File: src/hdl/bse_pkg.sv
// Package with the shared types and constants of the bounded stack engine.
`default_nettype none
package bse_pkg;

    localparam int DEPTH_DEFAULT = 64;
    localparam int DATA_W = 32;
    localparam int POS_W = 7;
    localparam int COUNT_W = 7;

    typedef enum logic [1:0] {
        OP_PUSH   = 2'd0,
        OP_POP    = 2'd1,
        OP_PEEK   = 2'd2,
        OP_CHANGE = 2'd3
    } op_t;

    typedef enum logic [1:0] {
        ST_OK        = 2'd0,
        ST_OVERFLOW  = 2'd1,
        ST_UNDERFLOW = 2'd2,
        ST_BADPOS    = 2'd3
    } status_t;

    typedef struct packed {
        op_t                       opcode;
        logic signed [DATA_W-1:0]  data_in;
        logic [POS_W-1:0]          position;
    } req_t;

    typedef struct packed {
        status_t                   status;
        logic signed [DATA_W-1:0]  data_out;
        logic [COUNT_W-1:0]        count;
    } rsp_t;

    typedef enum logic [1:0] {
        S_IDLE = 2'd0,
        S_EXEC = 2'd1,
        S_RESP = 2'd2
    } state_t;

    typedef struct packed {
        logic load_req;
        logic exec;
        logic load_rsp;
    } ctrl_cmd_t;

    typedef struct packed {
        logic rsp_busy;
    } ctrl_sts_t;

endpackage
`default_nettype wire

File: src/hdl/bse_ctrl.sv
// Controller state machine that sequences one word through the stack datapath.
`default_nettype none
module bse_ctrl (
    input  wire logic               clk,
    input  wire logic               rst_n,
    input  wire logic               req_valid,
    output logic                    req_ready,
    input  wire bse_pkg::ctrl_sts_t sts,
    output bse_pkg::ctrl_cmd_t      cmd
);
    import bse_pkg::*;

    state_t state_reg;
    state_t state_next;

    always_ff @(posedge clk or negedge rst_n)
    begin
        if (!rst_n)
        begin
            state_reg <= S_IDLE;
        end
        else
        begin
            state_reg <= state_next;
        end
    end

    always_comb
    begin
        state_next   = state_reg;
        cmd          = '0;
        req_ready    = 1'b0;
        case (state_reg)
            S_IDLE:
            begin
                req_ready = 1'b1;
                if (req_valid)
                begin
                    cmd.load_req = 1'b1;
                    state_next   = S_EXEC;
                end
            end
            S_EXEC:
            begin
                cmd.exec   = 1'b1;
                state_next = S_RESP;
            end
            S_RESP:
            begin
                if (!sts.rsp_busy)
                begin
                    cmd.load_rsp = 1'b1;
                    state_next   = S_IDLE;
                end
            end
            default:
            begin
                state_next = S_IDLE;
            end
        endcase
    end

endmodule
`default_nettype wire

File: src/hdl/bse_datapath.sv
// Stack datapath: entry memory, fill count, request and result registers.
`default_nettype none
module bse_datapath #(
    parameter int DEPTH = bse_pkg::DEPTH_DEFAULT
) (
    input  wire logic               clk,
    input  wire logic               rst_n,
    input  wire bse_pkg::req_t      req,
    input  wire bse_pkg::ctrl_cmd_t cmd,
    output bse_pkg::ctrl_sts_t      sts,
    output logic                    rsp_valid,
    input  wire logic               rsp_ready,
    output bse_pkg::rsp_t           rsp
);
    import bse_pkg::*;

    localparam int AW = $clog2(DEPTH);
    localparam int CNT_W = $clog2(DEPTH + 1);
    localparam int CMP_W = (CNT_W > POS_W) ? CNT_W : POS_W;

    logic [DATA_W-1:0]  mem_reg [DEPTH];
    logic [DATA_W-1:0]  rd_data_reg;
    req_t               req_reg;
    logic [CNT_W-1:0]   cnt_reg;
    logic [CNT_W-1:0]   cnt_next;
    status_t            status_reg;
    status_t            status_next;
    logic [DATA_W-1:0]  value_reg;
    logic [DATA_W-1:0]  value_next;
    logic               use_rd_reg;
    logic               use_rd_next;
    logic               rsp_valid_reg;
    rsp_t               rsp_reg;

    logic               full;
    logic               empty;
    logic [CNT_W-1:0]   cnt_m1;
    logic [CMP_W-1:0]   cnt_ext;
    logic [CMP_W-1:0]   pos_ext;
    logic [CMP_W-1:0]   chg_diff;
    logic               wr_en;
    logic [AW-1:0]      wr_addr;
    logic               rd_en;
    logic [AW-1:0]      rd_addr;
    logic [CNT_W+COUNT_W-1:0] cnt_wide;

    assign full     = (cnt_reg == CNT_W'(DEPTH));
    assign empty    = (cnt_reg == '0);
    assign cnt_m1   = cnt_reg - CNT_W'(1);
    assign cnt_ext  = CMP_W'(cnt_reg);
    assign pos_ext  = CMP_W'(req_reg.position);
    assign chg_diff = cnt_ext - pos_ext;
    assign cnt_wide = {{COUNT_W{1'b0}}, cnt_reg};

    always_comb
    begin
        cnt_next    = cnt_reg;
        status_next = ST_OK;
        value_next  = '0;
        use_rd_next = 1'b0;
        wr_en       = 1'b0;
        wr_addr     = cnt_reg[AW-1:0];
        rd_en       = 1'b0;
        rd_addr     = cnt_m1[AW-1:0];
        case (req_reg.opcode)
            OP_PUSH:
            begin
                if (full)
                begin
                    status_next = ST_OVERFLOW;
                end
                else
                begin
                    wr_en      = cmd.exec;
                    cnt_next   = cnt_reg + CNT_W'(1);
                    value_next = req_reg.data_in;
                end
            end
            OP_POP:
            begin
                if (empty)
                begin
                    status_next = ST_UNDERFLOW;
                end
                else
                begin
                    rd_en       = cmd.exec;
                    use_rd_next = 1'b1;
                    cnt_next    = cnt_m1;
                end
            end
            OP_PEEK:
            begin
                if (empty)
                begin
                    status_next = ST_UNDERFLOW;
                end
                else
                begin
                    rd_en       = cmd.exec;
                    use_rd_next = 1'b1;
                end
            end
            default:
            begin
                if ((pos_ext == '0) || (pos_ext > cnt_ext))
                begin
                    status_next = ST_BADPOS;
                end
                else
                begin
                    wr_en      = cmd.exec;
                    wr_addr    = chg_diff[AW-1:0];
                    value_next = req_reg.data_in;
                end
            end
        endcase
    end

    always_ff @(posedge clk)
    begin
        if (wr_en)
        begin
            mem_reg[wr_addr] <= req_reg.data_in;
        end
        if (rd_en)
        begin
            rd_data_reg <= mem_reg[rd_addr];
        end
    end

    always_ff @(posedge clk)
    begin
        if (cmd.load_req)
        begin
            req_reg <= req;
        end
        if (cmd.exec)
        begin
            status_reg <= status_next;
            value_reg  <= value_next;
            use_rd_reg <= use_rd_next;
        end
        if (cmd.load_rsp)
        begin
            rsp_reg.status   <= status_reg;
            rsp_reg.data_out <= use_rd_reg ? rd_data_reg : value_reg;
            rsp_reg.count    <= cnt_wide[COUNT_W-1:0];
        end
    end

    always_ff @(posedge clk or negedge rst_n)
    begin
        if (!rst_n)
        begin
            cnt_reg       <= '0;
            rsp_valid_reg <= 1'b0;
        end
        else
        begin
            if (cmd.exec)
            begin
                cnt_reg <= cnt_next;
            end
            if (cmd.load_rsp)
            begin
                rsp_valid_reg <= 1'b1;
            end
            else if (rsp_ready)
            begin
                rsp_valid_reg <= 1'b0;
            end
        end
    end

    assign sts.rsp_busy = rsp_valid_reg && !rsp_ready;
    assign rsp_valid    = rsp_valid_reg;
    assign rsp          = rsp_reg;

endmodule
`default_nettype wire

File: src/hdl/bounded_stack_engine.sv
// Top level of the bounded stack engine: controller plus datapath.
// The engine holds up to DEPTH signed 32-bit entries in a single-port memory with a registered
// read and answers every request word with one result word carrying status, data and the count
// held afterward. A request is registered on acceptance, executed against the memory and fill
// count in the next cycle, and its result is loaded into the output register from the
// response state, which waits only while an earlier result is still held and not taken.
// The next request is accepted in the cycle after the result register is loaded, whether or
// not that result has been taken. Entries come up undefined; only entries written by a push
// are ever read. The count is reported modulo 128.
`default_nettype none
module bounded_stack_engine #(
    parameter int DEPTH = bse_pkg::DEPTH_DEFAULT
) (
    input  wire logic          clk,
    input  wire logic          rst_n,
    input  wire logic          req_valid,
    output logic               req_ready,
    input  wire bse_pkg::req_t req,
    output logic               rsp_valid,
    input  wire logic          rsp_ready,
    output bse_pkg::rsp_t      rsp
);
    import bse_pkg::*;

    ctrl_cmd_t cmd;
    ctrl_sts_t sts;

    bse_ctrl u_ctrl (
        .clk       (clk),
        .rst_n     (rst_n),
        .req_valid (req_valid),
        .req_ready (req_ready),
        .sts       (sts),
        .cmd       (cmd)
    );

    bse_datapath #(
        .DEPTH (DEPTH)
    ) u_datapath (
        .clk       (clk),
        .rst_n     (rst_n),
        .req       (req),
        .cmd       (cmd),
        .sts       (sts),
        .rsp_valid (rsp_valid),
        .rsp_ready (rsp_ready),
        .rsp       (rsp)
    );

endmodule
`default_nettype wire

File: config.mk
export PLATFORM = sky130hd
export DESIGN_NAME = bounded_stack_engine
export DESIGN_NICKNAME = d
export VERILOG_FILES = /design/src/hdl/bse_pkg.sv /design/src/hdl/bse_ctrl.sv /design/src/hdl/bse_datapath.sv /design/src/hdl/bounded_stack_engine.sv
export SDC_FILE = /design/constraint.sdc
export NUM_CORES = 2
export LEC_CHECK = 0
export BUFFER_PORTS_ARGS = -buffer_cell sky130_fd_sc_hd__buf_2
export CORE_MARGIN = 5
export CORE_UTILIZATION = 45
export CTS_CLUSTER_DIAMETER = 120
export DETAILED_ROUTE_END_ITERATION = 7
export SYNTH_ARGS = -nofsm -noshare
export SYNTH_HDL_FRONTEND = slang
export SYNTH_SLANG_ARGS = --single-unit
File: constraint.sdc
create_clock -name clk -period 14.2 [get_ports clk]
set_input_delay 2.84 -clock clk [delete_from_list [all_inputs] [get_ports clk]]
set_output_delay 2.84 -clock clk [all_outputs]
set_load 0.005 [all_outputs]
==> impl_metrics.tcl <==
set metrics [dict create \
    worst_r2r_path_depth 9 \
    tritoncts "done" \
    setup_tns_ps 0 \
    detail_route.wirelength_mm 209 \
    area.sequential_sq_mm 0.0662 \
    timing_worst_setup_path_type "reg -> reg" \
    synth_compound_area_share_pct 1.08 \
    nets 3770 \
    core-area_sq_mm 0.186 \
    finalMaxSlewViolations 0 \
    timing.critical_path.fanout_max 49 \
    mean_instance_size_in_the_synthesized_netlist_sq_um 24.5 \
    layout_min_cycle_time_ps 5740 \
    critPathLaunchType "flop" \
    first_pass_iters 8 \
    post_cts_resize_count 0 \
    ffs_latches_synth 2207 \
    grt_start_max_net_pins 135 \
    clk_path_buf_depth 3 \
    grt_pass1_wl_mm 296 \
    worst-r2r-setup-slack_ps 8460 \
    total_gr_overflow 0 \
    first_global_vias 38600 \
    post_synth_fa_ha_maj_area_fraction_pct 0.292 \
    gr-usage-met2_pct 34.7 \
    min_path_type "reg -> reg" \
    hold_path_startpoint "u_datapath.status_reg[0]" \
    min_path_cells 0 \
    die_h_um 442 \
    drtAntennaViolNets 0 \
    crit_path_max_incr_delay_ps 830 \
    layout_commonest_cell "sky130_fd_sc_hd__edfxtp_1" \
    groute.layer.met3.usage_pct 3.40 \
    synthesis.instances 3427 \
    finalWorstSetupSlack_ps 8460 \
    use_met1_pct 30.6 \
    die_w_um 442 \
    numCtsBuffers 216 \
    ctsRootBufferMaster "sky130_fd_sc_hd__clkbuf_16" \
    cts_post_setup_buffers_inserted 0 \
    synth_simple_gate_area_share_pct 1.07 \
    drive_gt1_share_pct 33.2 \
    maxCapViolCount 0 \
    timing.final.crit_share_pct 40.4 \
    largest_register_ff_count 2048 \
    grt_most_used_layer "met2" \
    yosys-mux-area-fraction_pct 17.6 \
    dp_cells 5968 \
    dpl_ws_ps 8450 \
    cts_hold_repair.buffers 0 \
    fmax_ghz 0.174 \
    netlist-cell-type-count 49 \
    vdd_ir_drop_max_uv 274 \
    clock_pin_slew_reported_for_the_worst_setup_and_hold_paths_after_clock_tree_synthesis_ps 60 \
    drt-initial-drc-count 4650 \
    clk_latency_ps 830 \
    commonest_cells_after_routing_fill_and_taps_aside "sky130_fd_sc_hd__edfxtp_1, sky130_fd_sc_hd__mux4_2, sky130_fd_sc_hd__clkbuf_16" \
    synth_area_sq_mm 0.0841 \
    arrival_ps 6290 \
    antenna_found_initial 12 \
    multi_input_gate_area_in_the_final_layout_sq_mm 0.0176 \
    die-area_sq_mm 0.196 \
    critPathRequiredTime_ps 14750 \
    endpoint_kind "flop" \
    drc 0 \
    setup-violations-final 0 \
    critical-path-slowest-cell "sky130_fd_sc_hd__dfrtp_4" \
    synth_edf_count 2197 \
    worst-slew-pin-transition_ps 1100 \
    via_count 38100 \
    outcome "finished, final reports clean" \
    initial_core_util_pct 45.3 \
    main_combinational_cell_family_by_area_after_synthesis "multiplexers" \
    crit-reg2reg-capture "u_datapath.rd_data_reg[13]" \
    groute.usage.overall_pct 21.2 \
    power_leakage_nw 29.5 \
    seq_area_frac_synth_pct 78.8 \
    worstHoldEndpoint "u_datapath.rsp[39]" \
    worst_r2r_startpoint "u_datapath.cnt_ext[0]" \
    clock_tree.htree_level_count 4 \
    detail_route.wl_per_cell_um 32.9 \
    worst_path_most_repeated_cell "sky130_fd_sc_hd__buf_4" \
    hold_viol 0 \
    finalClockSkew_ps 24.4 \
    yosysWarnings 0 \
    synthesis.nets 3491 \
    place_hpwl_mm 107 \
    most_instantiated_flip_flop_cell_in_the_synthesis_netlist "sky130_fd_sc_hd__edfxtp_1" \
    num_io_pins 88 \
    fin_cells 6370 \
    worst_case_headroom_to_the_max_slew_limit_pct 26.6 \
    io_buffer_count 87 \
    unrepaired_setup_endpoints_after_global_routing "false" \
    synth_async_sr_flop_share_pct 0.453 \
    filler_cell_count 14200 \
    areaGrowthSynthToFinish_pct 13.5 \
    gpl.final_weighted_congestion 0.780 \
    cp_cell_sequence "inv_1 > ha_4 > buf_4 > buf_4 > buf_4 > mux4_2 > mux4_2 > a22oi_1 > nand2_1" \
    cts_num_sinks 2207 \
    powerDensity_mw_per_mm2 208 \
    vias_per_cell 5.98 \
    synthXorXnorAreaFrac_pct 0.146 \
    floorplan.rows 158 \
]
-- layer usage --
metal / vias to the layer above / share of wire [%] / wire length (um)
met5: - / 0 / 0
met4: 0 / 1.9 / 4040
met3: 266 / 6.9 / 14400
met2: 1505 / 50 / 104000
met1: 20900 / 42 / 86900
li1: 15400 / - / -
-- Yosys cell counts (all sizes together) (6+ instances only) --
cell type,count,area share [%]
a211oi,7,0.063
a21oi,14,0.083
a22oi,63,0.56
buf,81,0.53
clkbuf,88,0.39
dfrtp,10,0.30
edfxtp,2197,78
ha,18,0.27
inv,22,0.098
mux2,32,0.43
mux4,640,17
nand2,44,0.20
nor2,82,0.37
nor2b,36,0.27
nor3,11,0.065
nor4,6,0.045
o211ai,8,0.071
xnor2,12,0.13
-- metrics by stage --
step	hold slack [ps]	power (mW)	instance area, sq um	utilization (%)
final	416	19.9	95400	51.4
after detailed placement	405	14.5	88600	47.7
after floorplan	400	12.3	84100	-
after global routing	417	20.6	95400	51.4
after global placement	409	14.5	88600	47.7
after CTS	416	20.0	95400	51.4
-- cells by family after synthesis --
group,count (synthesis)
compound gates,125
xor+xnor,14
fa+ha+maj,19
buf+inv,191
flops,2207
mux,675
simple gates,196
-- worst max-delay path: cells and delay by family (launching register included) --
family | cells | cell delay [ps]
DFF | 1 | 830
AOI/OAI and AO/OA | 1 | 260
and+or+nand+nor | 1 | 80
adders and majority gates | 1 | 760
buffers and inverters | 4 | 2400
muxes | 2 | 870
-- how the worst max path moves through the flow --
stage,startpoint,to,depth (start not counted)
after floorplan,rsp_ready,u_datapath.rsp[0],2
after global placement,u_datapath.cnt_ext[0],u_datapath.rd_data_reg[16],9
after detailed placement,u_datapath.cnt_ext[0],u_datapath.rd_data_reg[13],9
after CTS,u_datapath.cnt_ext[0],u_datapath.rd_data_reg[13],9
after global routing,u_datapath.cnt_ext[0],u_datapath.rd_data_reg[13],9
final,u_datapath.cnt_ext[0],u_datapath.rd_data_reg[13],9
-- layout make-up --
| cell class | count | area share (%) |
|---|---|---|
| clock buffer | 268 | 6.05 |
| inverter | 22 | 0.0865 |
| tap | 2480 | 3.25 |
| timing repair buffer | 230 | 1.63 |
| sequential | 2207 | 69.4 |
| multi-input combinational | 1029 | 18.4 |
| clock inverter | 132 | 1.16 |
| antenna | 2 | 0.00524 |
-- report_power, final --
part	total [mW]	leakage, nW	switching (mW)	internal [mW]
sequential	7.66	19.9	0.110	7.55
combinational	6.62	6.22	3.61	3.01
clock	5.57	3.40	2.39	3.18
Note: power is estimated with default switching activity, not from simulation.
